$ cat src/rtl/adnp_pkg.sv
`default_nettype none
// ----------------------------------------------------------------------------
// adnp_pkg: shared types and constants of the advertising-data name parser
// Result layout, register map and the AD type and character codes.
// ----------------------------------------------------------------------------
package adnp_pkg;

	// Widths of the item fields
	localparam int unsigned DATA_W = 8;
	localparam int unsigned REM_W  = 8;
	localparam int unsigned IDX_W  = 6;
	localparam int unsigned CAP_W  = 7;
	localparam int unsigned APB_W  = 32;
	localparam int unsigned ADDR_W = 3;

	// Default bound on the name buffer, terminator included
	localparam int unsigned MAX_NAME_BYTES_DEF = 64;

	// Register map: word index taken from paddr[2]
	localparam logic REG_NAME_CAPACITY = 1'b0;

	// Capacity after reset
	localparam logic [CAP_W-1:0] CAPACITY_RESET = 7'd32;

	// AD structure types of interest
	localparam logic [DATA_W-1:0] AD_SHORT_NAME    = 8'd8;
	localparam logic [DATA_W-1:0] AD_COMPLETE_NAME = 8'd9;

	// Printable range and the substitute character
	localparam logic [DATA_W-1:0] CHAR_FIRST = 8'd32;
	localparam logic [DATA_W-1:0] CHAR_LAST  = 8'd126;
	localparam logic [DATA_W-1:0] CHAR_DOT   = 8'd46;

	// One result item
	typedef struct packed {
		logic              char_write;
		logic [IDX_W-1:0]  char_index;
		logic [DATA_W-1:0] char_value;
		logic [IDX_W-1:0]  name_length;
		logic              name_is_complete;
		logic              record_done;
	} result_t;

endpackage
`default_nettype wire

$ cat src/rtl/adnp_in_if.sv
`default_nettype none
// ----------------------------------------------------------------------------
// adnp_in_if: advertising-data byte channel
// One record byte and the count of record bytes that follow it.
// ----------------------------------------------------------------------------
interface adnp_in_if;
	logic       valid;
	logic       ready;
	logic [7:0] data_byte;
	logic [7:0] bytes_remaining;

	modport source (output valid, output data_byte, output bytes_remaining, input ready);
	modport sink   (input valid, input data_byte, input bytes_remaining, output ready);
endinterface
`default_nettype wire

$ cat src/rtl/adnp_out_if.sv
`default_nettype none
// ----------------------------------------------------------------------------
// adnp_out_if: name parser result channel
// Character write, running name length and record status for each byte.
// ----------------------------------------------------------------------------
interface adnp_out_if;
	logic       valid;
	logic       ready;
	logic       char_write;
	logic [5:0] char_index;
	logic [7:0] char_value;
	logic [5:0] name_length;
	logic       name_is_complete;
	logic       record_done;

	modport source (
		output valid, output char_write, output char_index, output char_value,
		output name_length, output name_is_complete, output record_done,
		input ready
	);
	modport sink (
		input valid, input char_write, input char_index, input char_value,
		input name_length, input name_is_complete, input record_done,
		output ready
	);
endinterface
`default_nettype wire

$ cat src/rtl/adv_data_name_parser.sv
`default_nettype none
// ----------------------------------------------------------------------------
// adv_data_name_parser: local-name extractor for advertising data
// Walks AD structures one byte per item and reports name characters.
// ----------------------------------------------------------------------------
// One record byte is taken per clock on rec unless res back-pressures, and it
// gives exactly one result on res, through the input register, then the result
// register. The parse state is updated in a single registered pass, so a new
// byte can be accepted in every cycle, sustaining one item per clock whenever
// res is ready. The name capacity register sits at byte address 0 of the APB
// port; write it only while no record is in flight. There is no clearing pass
// after reset: the block accepts items as soon as reset is released.
// ----------------------------------------------------------------------------
module adv_data_name_parser #(
	parameter int unsigned MAX_NAME_BYTES = adnp_pkg::MAX_NAME_BYTES_DEF
) (
	input  wire logic                         clk,
	input  wire logic                         arst_n,
	adnp_in_if.sink                           rec,
	adnp_out_if.source                        res,
	input  wire logic                         psel,
	input  wire logic                         penable,
	input  wire logic                         pwrite,
	input  wire logic [adnp_pkg::ADDR_W-1:0]  paddr,
	input  wire logic [adnp_pkg::APB_W-1:0]   pwdata,
	output logic      [adnp_pkg::APB_W-1:0]   prdata,
	output logic                              pready
);
	import adnp_pkg::*;

	logic [CAP_W-1:0]  capacity_q;
	logic              cap_sel;

	logic              valid_s1;
	logic [DATA_W-1:0] data_byte_s1;
	logic [REM_W-1:0]  bytes_rem_s1;

	logic              out_valid_q;
	result_t           out_q;
	result_t           core_res;

	logic              out_free;
	logic              advance;

	// Configuration register
	assign cap_sel = (paddr[2] == REG_NAME_CAPACITY);
	assign pready  = 1'b1;
	assign prdata  = cap_sel ? APB_W'(capacity_q) : '0;

	always_ff @(posedge clk or negedge arst_n) begin
		if (!arst_n) begin
			capacity_q <= CAPACITY_RESET;
		end else if (psel && penable && pwrite && cap_sel) begin
			capacity_q <= pwdata[CAP_W-1:0];
		end
	end

	// Flow control: the input stage moves on when the result register frees
	assign out_free  = !out_valid_q || res.ready;
	assign advance   = valid_s1 && out_free;
	assign rec.ready = !valid_s1 || advance;

	always_ff @(posedge clk or negedge arst_n) begin
		if (!arst_n) begin
			valid_s1    <= 1'b0;
			out_valid_q <= 1'b0;
		end else begin
			if (rec.ready) begin
				valid_s1 <= rec.valid;
			end
			if (out_free) begin
				out_valid_q <= advance;
			end
		end
	end

	// Payload registers
	always_ff @(posedge clk) begin
		if (rec.valid && rec.ready) begin
			data_byte_s1 <= rec.data_byte;
			bytes_rem_s1 <= rec.bytes_remaining;
		end
		if (advance) begin
			out_q <= core_res;
		end
	end

	// Parser
	adnp_core #(
		.MAX_NAME_BYTES (MAX_NAME_BYTES)
	) u_core (
		.clk             (clk),
		.arst_n          (arst_n),
		.advance         (advance),
		.data_byte       (data_byte_s1),
		.bytes_remaining (bytes_rem_s1),
		.name_capacity   (capacity_q),
		.result          (core_res)
	);

	// Result port
	assign res.valid            = out_valid_q;
	assign res.char_write       = out_q.char_write;
	assign res.char_index       = out_q.char_index;
	assign res.char_value       = out_q.char_value;
	assign res.name_length      = out_q.name_length;
	assign res.name_is_complete = out_q.name_is_complete;
	assign res.record_done      = out_q.record_done;

	// Every advanced item shows up in the result register
	a_adv_to_out: assert property (@(posedge clk) disable iff (!arst_n)
		advance |=> out_valid_q)
		else $error("advanced item lost before result register");

	// A written character is the last one of the current name
	a_write_len: assert property (@(posedge clk) disable iff (!arst_n)
		out_valid_q && out_q.char_write |-> out_q.char_index + IDX_W'(1) == out_q.name_length)
		else $error("name length does not follow the written character");

	// No character fields without a write
	a_idle_char: assert property (@(posedge clk) disable iff (!arst_n)
		out_valid_q && !out_q.char_write |-> out_q.char_index == '0 && out_q.char_value == '0)
		else $error("character fields set without a write");

	// Written characters are printable or the substitute
	a_char_range: assert property (@(posedge clk) disable iff (!arst_n)
		out_valid_q && out_q.char_write |->
			(out_q.char_value >= CHAR_FIRST && out_q.char_value <= CHAR_LAST) ||
			out_q.char_value == CHAR_DOT)
		else $error("non-printable character written");

endmodule
`default_nettype wire

$ cat src/rtl/adnp_core.sv
`default_nettype none
// ----------------------------------------------------------------------------
// adnp_core: AD structure walker and name extractor
// Holds the parse state, updates it once per advanced item and forms the result.
// ----------------------------------------------------------------------------
module adnp_core #(
	parameter int unsigned MAX_NAME_BYTES = adnp_pkg::MAX_NAME_BYTES_DEF
) (
	input  wire logic                         clk,
	input  wire logic                         arst_n,
	input  wire logic                         advance,
	input  wire logic [adnp_pkg::DATA_W-1:0]  data_byte,
	input  wire logic [adnp_pkg::REM_W-1:0]   bytes_remaining,
	input  wire logic [adnp_pkg::CAP_W-1:0]   name_capacity,
	output adnp_pkg::result_t                 result
);
	import adnp_pkg::*;

	// Largest usable capacity: the buffer bound, never above the 6-bit index range
	localparam logic [CAP_W-1:0] CAP_LIMIT =
		CAP_W'((MAX_NAME_BYTES < 64) ? MAX_NAME_BYTES : 64);

	typedef enum logic [1:0] {
		PH_LENGTH,
		PH_TYPE,
		PH_PAYLOAD,
		PH_STOPPED
	} phase_t;

	phase_t            phase_q,     phase_n;
	logic [REM_W-1:0]  left_q,      left_n;
	logic              is_name_q,   is_name_n;
	logic              is_cpl_q,    is_cpl_n;
	logic [IDX_W-1:0]  wpos_q,      wpos_n;
	logic [IDX_W-1:0]  copy_lim_q,  copy_lim_n;
	logic [IDX_W-1:0]  name_len_q,  name_len_n;
	logic              cpl_found_q, cpl_found_n;

	logic [CAP_W-1:0]  cap;
	logic              cap_nz;
	logic [CAP_W-1:0]  lim;
	logic [REM_W-1:0]  left_dec;
	logic              printable;

	// Effective capacity and copy limit
	assign cap       = (name_capacity > CAP_LIMIT) ? CAP_LIMIT : name_capacity;
	assign cap_nz    = (cap != '0);
	assign lim       = cap_nz ? (cap - CAP_W'(1)) : '0;
	assign left_dec  = left_q - REM_W'(1);
	assign printable = (data_byte >= CHAR_FIRST) && (data_byte <= CHAR_LAST);

	// Next parse state and this item's character write
	always_comb begin
		phase_n     = phase_q;
		left_n      = left_q;
		is_name_n   = is_name_q;
		is_cpl_n    = is_cpl_q;
		wpos_n      = wpos_q;
		copy_lim_n  = copy_lim_q;
		name_len_n  = name_len_q;
		cpl_found_n = cpl_found_q;
		result.char_write = 1'b0;
		result.char_index = '0;
		result.char_value = '0;

		unique case (phase_q)
			PH_LENGTH: begin
				// zero or overrunning length stops the parse
				if ((data_byte == '0) || (data_byte > bytes_remaining)) begin
					phase_n = PH_STOPPED;
				end else begin
					left_n  = data_byte;
					phase_n = PH_TYPE;
				end
			end
			PH_TYPE: begin
				left_n = left_dec;
				if ((data_byte == AD_SHORT_NAME) || (data_byte == AD_COMPLETE_NAME)) begin
					// a new name structure replaces any earlier name
					is_name_n   = 1'b1;
					is_cpl_n    = (data_byte == AD_COMPLETE_NAME);
					wpos_n      = '0;
					copy_lim_n  = ({1'b0, lim} > left_dec) ? left_dec[IDX_W-1:0]
					                                       : lim[IDX_W-1:0];
					name_len_n  = '0;
					cpl_found_n = (data_byte == AD_COMPLETE_NAME);
				end else begin
					is_name_n = 1'b0;
					is_cpl_n  = 1'b0;
				end
				if (left_dec == '0) begin
					phase_n = (is_name_n && is_cpl_n) ? PH_STOPPED : PH_LENGTH;
				end else begin
					phase_n = PH_PAYLOAD;
				end
			end
			PH_PAYLOAD: begin
				if (is_name_q && (wpos_q < copy_lim_q) && cap_nz) begin
					result.char_write = 1'b1;
					result.char_index = wpos_q;
					result.char_value = printable ? data_byte : CHAR_DOT;
					wpos_n            = wpos_q + IDX_W'(1);
					name_len_n        = wpos_q + IDX_W'(1);
				end
				left_n = left_dec;
				if (left_dec == '0) begin
					phase_n = (is_name_q && is_cpl_q) ? PH_STOPPED : PH_LENGTH;
				end
			end
			PH_STOPPED: begin
				// rest of the record is ignored
			end
		endcase

		result.name_length      = cap_nz ? name_len_n : '0;
		result.name_is_complete = cap_nz ? cpl_found_n : 1'b0;
		result.record_done      = (bytes_remaining == '0);
	end

	// Parse state; the end of a record returns everything to reset
	always_ff @(posedge clk or negedge arst_n) begin
		if (!arst_n) begin
			phase_q     <= PH_LENGTH;
			left_q      <= '0;
			is_name_q   <= 1'b0;
			is_cpl_q    <= 1'b0;
			wpos_q      <= '0;
			copy_lim_q  <= '0;
			name_len_q  <= '0;
			cpl_found_q <= 1'b0;
		end else if (advance) begin
			if (bytes_remaining == '0) begin
				phase_q     <= PH_LENGTH;
				left_q      <= '0;
				is_name_q   <= 1'b0;
				is_cpl_q    <= 1'b0;
				wpos_q      <= '0;
				copy_lim_q  <= '0;
				name_len_q  <= '0;
				cpl_found_q <= 1'b0;
			end else begin
				phase_q     <= phase_n;
				left_q      <= left_n;
				is_name_q   <= is_name_n;
				is_cpl_q    <= is_cpl_n;
				wpos_q      <= wpos_n;
				copy_lim_q  <= copy_lim_n;
				name_len_q  <= name_len_n;
				cpl_found_q <= cpl_found_n;
			end
		end
	end

	// Copy position never passes the copy limit
	a_wpos_bound: assert property (@(posedge clk) disable iff (!arst_n)
		wpos_q <= copy_lim_q)
		else $error("write position beyond copy limit");

	// Name length tracks the write position
	a_len_tracks_pos: assert property (@(posedge clk) disable iff (!arst_n)
		name_len_q == wpos_q)
		else $error("name length out of step with write position");

	// Copy limit stays below the effective capacity
	a_limit_cap: assert property (@(posedge clk) disable iff (!arst_n)
		advance && (phase_q == PH_TYPE) && cap_nz |-> {1'b0, copy_lim_n} < cap)
		else $error("copy limit reaches capacity");

endmodule
`default_nettype wire

$ cat src/flat_wrapper.sv
// flat-port wrapper written by rule: the top's interface ports become plain ports
module adv_data_name_parser_flat import adnp_pkg::*;
#(
	parameter int unsigned MAX_NAME_BYTES = adnp_pkg::MAX_NAME_BYTES_DEF
)
  (clk, arst_n, psel, penable, pwrite, paddr, pwdata, prdata, pready, rec_valid, rec_data_byte, rec_bytes_remaining, rec_ready, res_valid, res_char_write, res_char_index, res_char_value, res_name_length, res_name_is_complete, res_record_done, res_ready);
  adnp_in_if rec_i ();
  adnp_out_if res_i ();
  input  wire logic clk;
  input  wire logic arst_n;
  input  wire logic psel;
  input  wire logic penable;
  input  wire logic pwrite;
  input  wire logic [adnp_pkg::ADDR_W-1:0] paddr;
  input  wire logic [adnp_pkg::APB_W-1:0] pwdata;
  output logic      [adnp_pkg::APB_W-1:0] prdata;
  output logic pready;
  input wire logic [$bits(rec_i.valid)-1:0] rec_valid;
  input wire logic [$bits(rec_i.data_byte)-1:0] rec_data_byte;
  input wire logic [$bits(rec_i.bytes_remaining)-1:0] rec_bytes_remaining;
  output wire logic [$bits(rec_i.ready)-1:0] rec_ready;
  output wire logic [$bits(res_i.valid)-1:0] res_valid;
  output wire logic [$bits(res_i.char_write)-1:0] res_char_write;
  output wire logic [$bits(res_i.char_index)-1:0] res_char_index;
  output wire logic [$bits(res_i.char_value)-1:0] res_char_value;
  output wire logic [$bits(res_i.name_length)-1:0] res_name_length;
  output wire logic [$bits(res_i.name_is_complete)-1:0] res_name_is_complete;
  output wire logic [$bits(res_i.record_done)-1:0] res_record_done;
  input wire logic [$bits(res_i.ready)-1:0] res_ready;
  assign rec_i.valid = rec_valid;
  assign rec_i.data_byte = rec_data_byte;
  assign rec_i.bytes_remaining = rec_bytes_remaining;
  assign rec_ready = rec_i.ready;
  assign res_valid = res_i.valid;
  assign res_char_write = res_i.char_write;
  assign res_char_index = res_i.char_index;
  assign res_char_value = res_i.char_value;
  assign res_name_length = res_i.name_length;
  assign res_name_is_complete = res_i.name_is_complete;
  assign res_record_done = res_i.record_done;
  assign res_i.ready = res_ready;
  adv_data_name_parser #(.MAX_NAME_BYTES(MAX_NAME_BYTES)) u_core (.clk(clk), .arst_n(arst_n), .rec(rec_i), .res(res_i), .psel(psel), .penable(penable), .pwrite(pwrite), .paddr(paddr), .pwdata(pwdata), .prdata(prdata), .pready(pready));
endmodule
$ cat config.mk
export PLATFORM = sky130hd
export DESIGN_NAME = adv_data_name_parser_flat
export DESIGN_NICKNAME = d
export VERILOG_FILES = /design/src/rtl/adnp_pkg.sv /design/src/rtl/adnp_in_if.sv /design/src/rtl/adnp_out_if.sv /design/src/rtl/adv_data_name_parser.sv /design/src/rtl/adnp_core.sv /design/src/flat_wrapper.sv
export SDC_FILE = /design/constraint.sdc
export NUM_CORES = 1
export LEC_CHECK = 0
export ABC_AREA = 0
export BUFFER_PORTS_ARGS = -buffer_cell sky130_fd_sc_hd__buf_4
export CORE_AREA = 4 4 102 104
export CTS_CLUSTER_DIAMETER = 80
export CTS_CLUSTER_SIZE = 30
export DETAILED_ROUTE_END_ITERATION = 8
export DIE_AREA = 0 0 106 108
export GPL_ROUTABILITY_DRIVEN = 1
export PLACE_DENSITY = 0.8
export SLEW_MARGIN = 20
export SYNTH_ARGS = -nofsm -noshare
export SYNTH_HDL_FRONTEND = slang
export SYNTH_SLANG_ARGS = --single-unit
$ cat constraint.sdc
create_clock -name clk -period 2.7 [get_ports clk]
set_clock_uncertainty 0.05 [all_clocks]
set_input_delay 0.135 -clock clk [delete_from_list [all_inputs] [get_ports clk]]
set_output_delay 0.135 -clock clk [all_outputs]
set_load 0.005 [all_outputs]
* Word level (Yosys, flattened, before mapping)
Cells that the tools add are included.
Operators by class: bitwise gates (word level) 1, $add $sub $neg 3, reduce and logical (&&, ||, !) cells 34, $lt $le $gt $ge 6, multiplexer cells 38, equal/unequal tests 8
Operator list (number):
- two-way mux 6 bit | 10
- zero test 8 bit | 3
- two-way mux 8 bit | 3
- case mux 6 bit (2 select lines) | 2
- two-way mux 7 bit | 3
- equality test 8 x 4 -> 1 bit, second input constant | 2
- case mux 8 bit (2 select lines) | 1
- two-way mux 15 bit | 1
- two-way mux 2 bit | 6
- != test 3 x 2 -> 1 bit, second input constant | 4
- AND reduction 3 bit | 4
- two-way mux 1 bit | 11
- logical AND 1 bit | 10
- greater-or-equal comparator 8 x 6 -> 1 bit, second input constant | 1
- > comparator 7 x 8 -> 1 bit | 1
- > comparator 8 bit | 1
- <= comparator 8 x 7 -> 1 bit, second input constant | 1
- subtractor 8 x 1 -> 8 bit, second input constant | 1
- > comparator 7 bit, second input constant | 1
- nonzero test 7 bit | 1
- subtractor 7 x 1 -> 7 bit, second input constant | 1
- adder 6 x 1 -> 6 bit, second input constant | 1
- less-than comparator 6 bit | 1
- case mux 2 bit (3 select lines) | 1
- other kinds (12) | 19
Word-level totals: register bits 79

* Longest topological paths before layout
Gate-level depths: netlist (run 1).
depth after elaboration 9, depth in mapped cells 13, depth with buffers taken out 11

* Hierarchy
A second synthesis (run 1) with hierarchy kept.
Second synthesis, totals: cells, all modules 461, area total of the unflattened synthesis 4777.1 um^2
Modules (own cells, without submodules):
- adnp_core | area each 2974.1 um^2, instances 1, cells each 364
- adv_data_name_parser | area each 1803.0 um^2, instances 1, cells each 97

* Worst setup path after synthesis (run 1)
OpenSTA, ideal clock, no wires.
kind flip-flop to flip-flop, start register u_core.capacity_q[6], end register u_core.u_core.copy_lim_q[0], setup slack -0.066 ns, buffers on the path 2, arrival time 2.600 ns, setup time 0.116 ns, required time 2.534 ns, cell stages (with the launch flop) 14, path through dfrtp_1 -> buf_2 -> nand2b_1 -> ha_1 -> and3_1 -> nor2_1 -> ha_1 -> nor2b_1 -> o21a_1 -> o21ai_0 -> and3b_1 -> clkbuf_1 -> or2_2 -> o311ai_0
On the way: longest elaborated chain between the ends 9, elaborated cells on any way between the ends 10
RTL lines:
- start: declaration | RTL line adv_data_name_parser.sv:31 | logic [CAP_W-1:0] capacity_q;
- start signal: assignment | RTL line adv_data_name_parser.sv:54 | capacity_q <= pwdata[CAP_W-1:0];
- > comparator 7 bit | RTL line adnp_core.sv:46 | assign cap = (name_capacity > CAP_LIMIT) ? CAP_LIMIT : name_capacity;
- two-way mux 7 bit * | RTL line adnp_core.sv:46
- subtractor 7 x 1 -> 7 bit or nonzero test 7 bit (tied branches) | RTL line adnp_core.sv:48, adnp_core.sv:47
- two-way mux 7 bit * | RTL line adnp_core.sv:48 | assign lim = cap_nz ? (cap - CAP_W'(1)) : '0;
- > comparator 7 x 8 -> 1 bit | RTL line adnp_core.sv:83 | copy_lim_n = ({1'b0, lim} > left_dec) ? left_dec[IDX_W-1:0]
- two-way mux 6 bit * | RTL line adnp_core.sv:83
- two-way mux 6 bit * | RTL line adnp_core.sv:78 | if ((data_byte == AD_SHORT_NAME) || (data_byte == AD_COMPLETE_NAME)) begin
- two-way mux 6 bit * | RTL line adnp_core.sv:66 | unique case (phase_q)
- two-way mux 6 bit * | RTL line adnp_core.sv:132 | if (bytes_remaining == '0) begin
- end signal: assignment | RTL line adnp_core.sv:147 | copy_lim_q <= copy_lim_n;
- end: declaration | RTL line adnp_core.sv:35 | logic [IDX_W-1:0] copy_lim_q, copy_lim_n;
Mark *: on every way between the ends. The rest lies on a longest branch, timed or not. The select of a mux whose other input is x is not followed. A chain may end at the register's enable or synchronous reset.

* Worst setup path after layout (run 1)
start register u_core.u_core.left_q[3], end register u_core.u_core.copy_lim_q[2]
On the way: longest elaborated chain between the ends 6
RTL lines:
- start: declaration | RTL line adnp_core.sv:31 | logic [REM_W-1:0] left_q, left_n;
- start signal: assignment | RTL line adnp_core.sv:143 | left_q <= left_n;
- subtractor 8 x 1 -> 8 bit | RTL line adnp_core.sv:49 | assign left_dec = left_q - REM_W'(1);
- > comparator 7 x 8 -> 1 bit | RTL line adnp_core.sv:83
- two-way mux 6 bit | RTL line adnp_core.sv:83
- two-way mux 6 bit | RTL line adnp_core.sv:78
- two-way mux 6 bit | RTL line adnp_core.sv:66
- two-way mux 6 bit | RTL line adnp_core.sv:132
No other way between the ends. The select of a mux whose other input is x is not followed.

==> results of run 1 <==
## metal layers
layer	track usage (%)	vias to the layer above	part of all wire [%]
met5	0	-	0
met4	6.57	0	2.4
met3	3.28	25	5.9
met2	33.0	172	52
met1	23.0	1847	40
li1	-	1751	-
## logic make-up (layout without fill, tap and decap cells)
family          Yosys count  after routing  share of synthesized area, %
simple gates            147            147                          16.8
mux                      11             11                          2.75
flops                    79             79                          48.8
buf+inv                  59            167                          7.27
xor+xnor                 12             12                          2.36
other cells               2             27                         0.169
compound gates           88             88                          14.0
fa+ha+maj                28             28                          7.86
## path summary, 6_finish.rpt
check / slack (ns) / endpoint / cells past startpoint / startpoint
setup / recovery: -0.004 / u_core.u_core.copy_lim_q[2] / 11 / u_core.u_core.left_q[3]
hold / removal: 0.004 / u_core.res.valid / 3 / res_ready
setup reg to reg: -0.004 / u_core.u_core.copy_lim_q[2] / 11 / u_core.u_core.left_q[3]
hold reg to reg: 0.44 / u_core.u_core.is_cpl_q / 2 / u_core.u_core.is_cpl_q
max in group asynchronous: 1.96 / u_core.capacity_q[1] / 2 / arst_n
min in group asynchronous: 0.24 / u_core.u_core.name_len_q[5] / 2 / arst_n
## state kept, by name (all words and copies together), names as in the netlist, 6 cells and up
name / flops
u_core.res.char_value: 8
u_core.bytes_rem_s1: 8
u_core.u_core.left_q: 8
u_core.res.name_length: 6
u_core.capacity_q: 7
u_core.u_core.wpos_q: 6
u_core.u_core.name_len_q: 6
u_core.u_core.copy_lim_q: 6
u_core.data_byte_s1: 8
u_core.res.char_index: 6
## worst min-delay path: stages
cell                       delay (ns)
sky130_fd_sc_hd__buf_4           0.08
sky130_fd_sc_hd__nand2b_1        0.10
sky130_fd_sc_hd__nand2b_1        0.06
## what timing repair did
item                                   CTS  global route
setup buffers                            0             6
setup endpoints to repair                6             6
endpoints found under the hold margin   63             0
hold buffers                            25             0
resized for setup                       12            30
pin swaps                                1             8
## cells in the final DEF, fill, tap and decap left out, types with 15 or more instances in the layout
| master | n |
|---|---|
| sky130_fd_sc_hd__o22ai_1 | 16 |
| sky130_fd_sc_hd__inv_1 | 24 |
| sky130_fd_sc_hd__dlygate4sd3_1 | 25 |
| sky130_fd_sc_hd__ha_1 | 24 |
| sky130_fd_sc_hd__dfrtp_1 | 36 |
| sky130_fd_sc_hd__nor2_1 | 24 |
| sky130_fd_sc_hd__edfxtp_1 | 39 |
| sky130_fd_sc_hd__a21oi_1 | 15 |
| sky130_fd_sc_hd__conb_1 | 27 |
| sky130_fd_sc_hd__buf_4 | 101 |
| sky130_fd_sc_hd__nand2_1 | 48 |
## metrics by stage
step	hold slack [ns]	TNS, ns	power (W)	util, %
2_1_floorplan	-0.211	0	0.00287	-
3_3_place_gp	0.0891	-0.0375	0.00350	54.5
3_5_place_dp	0.0957	-0.435	0.00361	54.5
4_1_cts	0.00296	0	0.00466	60.0
5_1_grt	0.00568	-0.538	0.00533	62.0
6_report	0.00374	-0.00365	0.00506	62.0
## area by class of cell
class,instances,area share [%]
clock buffer,11,2.75
clock inverter,5,1.06
inverter,25,1.58
multi-input combinational,313,38.0
sequential,79,36.8
tap,133,2.81
timing repair buffer,126,17.0
## power breakdown
group	switching [W]	internal [W]
clock	0.000470	0.000513
sequential	0.000164	0.00143
combinational	0.00130	0.00118
==> results, run 1 <==
- Grouping stages by cell kind, the critical path spends the most delay in simple AND/OR/NAND/NOR gates.
- The leakage dissipation is 2.61 nW.
- The required time of the critical path is 2.92 ns.
- The post-synthesis instance area is 4460 um2.
- After detailed routing, the number of vias per cell comes to 5.48.
- The most repeated library cell on the critical path is sky130_fd_sc_hd__buf_4.
- The share of layout cells above drive strength 1 is 29.9%.
- Averaged over all synthesized cells, the footprint is 10.5 um2.
- The count of cells in the finished layout, fillers not included, comes to 692.
- The maximum operating frequency is 0.370 GHz.
- Sorting the synthesized cells by how often they occur yields sky130_fd_sc_hd__nand2_1 (49), sky130_fd_sc_hd__dfrtp_1 (39), sky130_fd_sc_hd__edfxtp_1 (39), sky130_fd_sc_hd__ha_1 (28).
- The class of the most critical hold timing path is in2reg.
- Entering global routing, the biggest net connects 41 pins.
- The number of hold-slack violations in the final timing report is 0.
- The total overflow left after global routing is 0.
- Across the run, the number of max-cap violations was 0.
- The yosys synthesis warning count is 0.
- The core region area is 9550 um2.
- After layout, the worst setup slack is -0.00365 ns.
- The routed wirelength normalized by instance count is 16.2 um.
- In this run, CTS created clock tree buffers numbering 9.
- For the pin with the worst max-slew slack, the measured transition is 0.719 ns.
- Summing over every cut layer, the via total after detailed routing is 3795.
- The final setup violation count is 1.
- Counting the fill cells in the layout gives 739.
- The count of buffers inserted at the top-level ports is 62.
- Walking the worst path, the cells encountered are buf_4 -> nor2_4 -> nand3_2 -> buf_4 -> and2_1 -> ha_1 -> nand4_1 -> nor2_1 -> a211o_1 -> or4_4 -> o211ai_1.
- TritonCTS built the clock tree.
- The dominant synthesized flop cell is sky130_fd_sc_hd__edfxtp_1.
- The element type at the critical path end is a register.
- The class of the most critical setup path is reg2reg.
- The global router's overall resource usage is 18.6%.
- The layout overhead on the synthesized area is 32.9%.
- Of all nets on the critical path, the largest fanout is 4.
- The area of the multi-input gates is 2250 um2.
- The starting density of the core is 46.7%.
- The first TritonRoute pass finished after 5 iterations.
- After synthesis the netlist holds a flip-flop and latch count of 79.
- In the routed design, unresolved DRC markers number 0.
- After floorplanning, the core was divided into 36 placement rows.
- Setup repair after global routing could not meet its margin everywhere.
- By area the synthesized netlist is led by sky130_fd_sc_hd__edfxtp_1 (26%), sky130_fd_sc_hd__dfrtp_1 (22%), sky130_fd_sc_hd__ha_1 (7.9%), sky130_fd_sc_hd__buf_4 (4.5%), sky130_fd_sc_hd__nand2_1 (4.1%).
- The final reports fail on setup timing.
- The portion of synthesized cell area occupied by the leading cell type is 26.3%.
- The largest total area in the synthesized netlist belongs to sky130_fd_sc_hd__edfxtp_1.
- The die area is 11400 um2.
- The worst path in the final design needs a cycle of 2.70 ns, including I/O delays and setup.
- The sort of element at the start of the critical path is a register.
- The standard cell area after detailed placement is 5210 um2.
- The synthesized netlist contains 55 unique library cells.
- Summed over all nets, the half-perimeter wirelength after detailed placement is 7.58 mm.
- The number of nets in the finished design is 640.
- The total instance count after detailed placement is 645.
- By instance count, the leading cell after synthesis is sky130_fd_sc_hd__nand2_1.
- The flow ran to the end, but the final reports show violations.
- Together, buffers and inverters on the worst path number 2.
- At the end of routability-driven placement, the weighted congestion stood at 0.886.
- The residual antenna-violating net count after detailed routing is 0.
- The data arrival time of the critical path is 2.93 ns.
- The clock tree synthesis step divided the H-tree into 3 levels.
- The clock-pin slew reported for the worst setup and hold paths after clock tree synthesis is 0.08 ns.
- The number of sinks handled by clock tree synthesis is 79.
- The worst pin sits at a relative slew slack of 52.1%.
- For this design the ratio of total power to cell area is 855 nW/um2.
- The deepest clock path buffer count is 2.
- IR analysis of the VDD net gives a maximum drop of 0.000493 V.
- The later pin in the worst-skew pair is clocked with a latency of 0.36 ns.
- In this run, synthesis inferred 39 flip-flops with an integrated enable.
- Of all flip-flops after synthesis, the portion carrying an async set or reset was 50.6%.
- The pre-CTS worst setup slack is -0.135 ns.
- The sequential cell area in the final layout is 2180 um2.
- The vertical die dimension is 108 um.
- The cell sitting at the root of the clock tree is a sky130_fd_sc_hd__clkbuf_8.
- The first global-routing pass estimated 17.2 mm of wire.
- The cell with the biggest individual delay on the critical path is sky130_fd_sc_hd__or4_4.
- Of the available clock period, the critical path in the final layout requires 100%.
- The count of routing violations after the opening detailed-route iteration is 273.
- The delay contributed by the slowest stage of the critical path is 0.50 ns.
- The via count of the first global-routing pass is 3619.
- After routing the design area is 5920 um2.
- The sequential area share after synthesis is 48.8%.
- The max-slew violation count is 0.
- The repair_antennas step left the layout with diodes totalling 0.
- Wires add up to 11.2 mm.
- 116 I/O pins were placed.
- Synthesis produced 426 cells.
- The number of antenna violations at the first check in global routing is 0.
- The x dimension of the die is 106 um.
No activity file was read; power rests on OpenSTA's default activity.
==> inputs of run 2 (changes only) <==
Settings changed: CELL_PAD_IN_SITES_DETAIL_PLACEMENT from default to 1, CELL_PAD_IN_SITES_GLOBAL_PLACEMENT from default to 2, CORE_AREA 4 4 102 104 to 4 4 127 129, DIE_AREA 0 0 106 108 to 0 0 131 133, PLACE_DENSITY 0.8 to 0.81.
==> run 2 against run 1 <==
The flow now finishes without violations. Cell area is 3.7% higher. Critical path type unchanged. Non-clock buffer count up 10. Core utilization shrank 21 points. Maximum frequency increased by 1.3%. Total power rose by 5.0%. Sequential power about the same. Critical path depth decreased by 2. Via count shrank 2.5%.
==> results, run 2 (synthesis gave the netlist of run 1 again) <==
- Cells with a size suffix above 1 make up 31.6% of the layout.
- The core region area is 15000 um2.
- After clock tree synthesis, the clock-pin slew on the worst setup and hold paths is 0.06 ns.
- Global routing finished with a remaining overflow of 0.
- The delay contributed by the slowest stage of the critical path is 0.49 ns.
- Of the total power, combinational logic draws 47.5%.
- The routed layout has 3699 vias.
- The peak ir drop on the vdd network is 0.000361 V.
- The power density normalized to cell area is 866 nW/um2.
- The final setup violation count is 0.
- The data arrival time of the critical path is 2.87 ns.
- Entering global routing, the biggest net connects 41 pins.
- The deepest clock path buffer count is 2.
- Wires add up to 12.5 mm.
- In this run the remaining antenna-violating nets after routing total 0.
- The commonest non-fill, non-tap cell in the layout is sky130_fd_sc_hd__buf_4.
- The sum of net half-perimeters after detailed placement is 9.01 mm.
- The smallest clock period supported by the final layout is computed as 2.67 ns.
- The kind of cell with the highest combined delay along the critical path is simple AND/OR/NAND/NOR gates.
- The root buffer cell chosen for the clock tree is sky130_fd_sc_hd__clkbuf_16.
- The count of maximum capacitance violations is 0.
- The share of the cycle needed by the critical path after routing is 98.9%.
- For this block, the initial DRC count from the detailed router was 194.
- The largest individual stage delay along the critical path comes from the cell sky130_fd_sc_hd__or4_1.
- The routed wirelength normalized by instance count is 16.6 um.
- The internal power component is 0.00331 W.
- Summed over all nets, the switching power comes to 0.00200 W.
- The H-tree generated during clock tree synthesis spans 3 levels.
- The count of buffers inserted at the top-level ports is 62.
- The worst setup path is captured at a register.
- The worst hold path begins at res_ready.
- The sum of negative setup slack is 0 ns.
- The path depth of the worst reg2reg path is 9.
- The number of sinks handled by clock tree synthesis is 79.
- TritonCTS built the clock tree.
- The starting density of the core is 29.6%.
- The area growth from synthesis to layout is 37.7%.
- The x dimension of the die is 131 um.
- During I/O placement, the number of pins put on the boundary was 116.
- The via count of the first global-routing pass came to 4053.
- The measured slew at the worst slew-check pin is 0.664 ns.
- Sequential cells burn 30.1% of the power.
- The multi-input combinational cells in the finished layout cover a total of 2250 um2.
- The die is 133 um tall.
- The library cells used most frequently in the layout, excluding fill and tap cells, are sky130_fd_sc_hd__buf_4 (110), sky130_fd_sc_hd__nand2_1 (47), sky130_fd_sc_hd__edfxtp_1 (39).
- The number of antenna cells inserted is 0.
- The first detailed-routing pass took 4 iterations.
- The number of nets in the finished design is 650.
- The core occupancy in the finished layout is 40.8%.
- The number of antenna violations at the first check in global routing came to 0.
- The signal on the critical path passes through nor4_4 -> nand2_2 -> xnor2_2 -> inv_1 -> ha_4 -> nand3_2 -> a211o_1 -> or4_1 -> o211ai_1.
- The class of the most critical setup path is reg2reg.
- The min-delay analysis places its worst path in the category in2reg.
- The number of core rows is 45.
- The wire length of the first global-routing pass is 20.2 mm.
- Using the TritonRoute via totals, the vias-per-cell ratio works out to 4.89.
- The run finished with clean final reports.
- The sequential cell area in the final layout is 2180 um2.
- The maximum operating frequency is 0.375 GHz.
- Headroom to the max-slew limit came out at 55.8%.
- The number of buffer and inverter stages on the critical path is 1.
- In this run the critical register-to-register path is launched from u_core.u_core.left_q[5].
- The highest fanout seen on the critical path is 5.
- Data on the critical path is required at its endpoint by 2.90 ns.
- Across every metal layer, demand over resource in global routing totals 14.5%.
- The setup slack on the worst flop-to-flop path is 0.03 ns.
- The destination of the worst register-to-register timing path is u_core.u_core.copy_lim_q[3].
- The worst hold path endpoint is u_core.res.valid.
- Counting the fill cells in the layout gives 1687.
- STA classifies the critical path startpoint as a register.
- The number of hold-slack violations in the final timing report is 0.
- Routability-driven placement finished with a final weighted congestion of 0.796.
- The clock network fraction of total power is 22.4%.
- The number of clock buffers added by TritonCTS is 9.
- The net switching share of the total power is 37.7%.
- The max-slew violation count is 0.
- The leakage dissipation is 2.69 nW.
- For the worst-skew pair, the clock arrives at the later sink with an insertion delay of 0.34 ns.
- The number of cells on the worst hold path is 3.
- The die covers 17400 um2.
- After detailed routing, the number of remaining DRC violations is 0.
- Setup repair after global routing could not meet its margin everywhere.
==> run 2: repair_timing <==
| item | 4_1_cts | 5_1_grt |
|---|---|---|
| setup buffers | 2 | 7 |
| resized for setup | 12 | 31 |
| hold endpoints to repair | 63 | 0 |
| hold buffers | 25 | 0 |
| endpoints found under the setup margin | 6 | 7 |
| pin swaps | 0 | 12 |
==> run 2: routing by layer <==
layer / vias to the layer above / global-route usage [%] / share of wire [%]
met3: 14 / 2.42 / 3.0
met5: - / 0 / 0
met2: 77 / 26.0 / 54
li1: 1770 / - / -
met1: 1838 / 17.6 / 42
met4: 0 / 4.29 / 1.6
==> run 2: tightest hold or removal path, cell delays in order <==
cell                       delay, ns
sky130_fd_sc_hd__buf_4          0.08
sky130_fd_sc_hd__nand2b_1       0.12
sky130_fd_sc_hd__nand2b_1       0.06
==> run 2: power groups by stage <==
stage | combinational [W] | clock (W) | sequential, W
3_3_place_gp | 0.00206 | 0 | 0.00157
6_report | 0.00253 | 0.00119 | 0.00160
4_1_cts | 0.00228 | 0.00123 | 0.00157
5_1_grt | 0.00279 | 0.00128 | 0.00162
3_5_place_dp | 0.00215 | 0 | 0.00159
2_1_floorplan | 0.00129 | 0 | 0.00158
==> run 2: layout make-up <==
| type | instances | area share (%) |
|---|---|---|
| multi-input combinational | 313 | 36.7 |
| tap | 188 | 3.83 |
| timing repair buffer | 136 | 17.7 |
| inverter | 25 | 1.53 |
| clock buffer | 10 | 3.89 |
| sequential | 79 | 35.5 |
| clock inverter | 6 | 0.815 |
==> run 2: worst max-delay path by stage <==
| stage | startpoint | end | slack [ns] | depth (start not counted) |
|---|---|---|---|---|
| after floorplan | u_core.capacity_q[6] | u_core.u_core.copy_lim_q[0] | 0.01 | 13 |
| after detailed placement | u_core.u_core.left_q[2] | u_core.u_core.copy_lim_q[5] | -0.13 | 9 |
| after global routing | u_core.u_core.left_q[5] | u_core.u_core.copy_lim_q[3] | -0.08 | 9 |
| final | u_core.u_core.left_q[5] | u_core.u_core.copy_lim_q[3] | 0.03 | 9 |
| after CTS | u_core.u_core.left_q[2] | u_core.u_core.copy_lim_q[2] | 0.003 | 10 |
| after global placement | u_core.u_core.left_q[2] | u_core.u_core.copy_lim_q[0] | -0.10 | 9 |
==> run 2: metrics by stage <==
stage | instance area (um2) | cells | setup slack [ns] | total power, W | hold slack (ns)
3_3_place_gp | 5330 | 707 | -0.103 | 0.00363 | 0.111
3_5_place_dp | 5330 | 707 | -0.127 | 0.00373 | 0.115
5_1_grt | 6140 | 757 | -0.0793 | 0.00569 | 0.0856
2_1_floorplan | 4560 | 451 | 0.0120 | 0.00287 | -0.211
6_report | 6140 | 757 | 0.0303 | 0.00532 | 0.0553
4_1_cts | 5930 | 750 | 0.00319 | 0.00507 | 0.0546
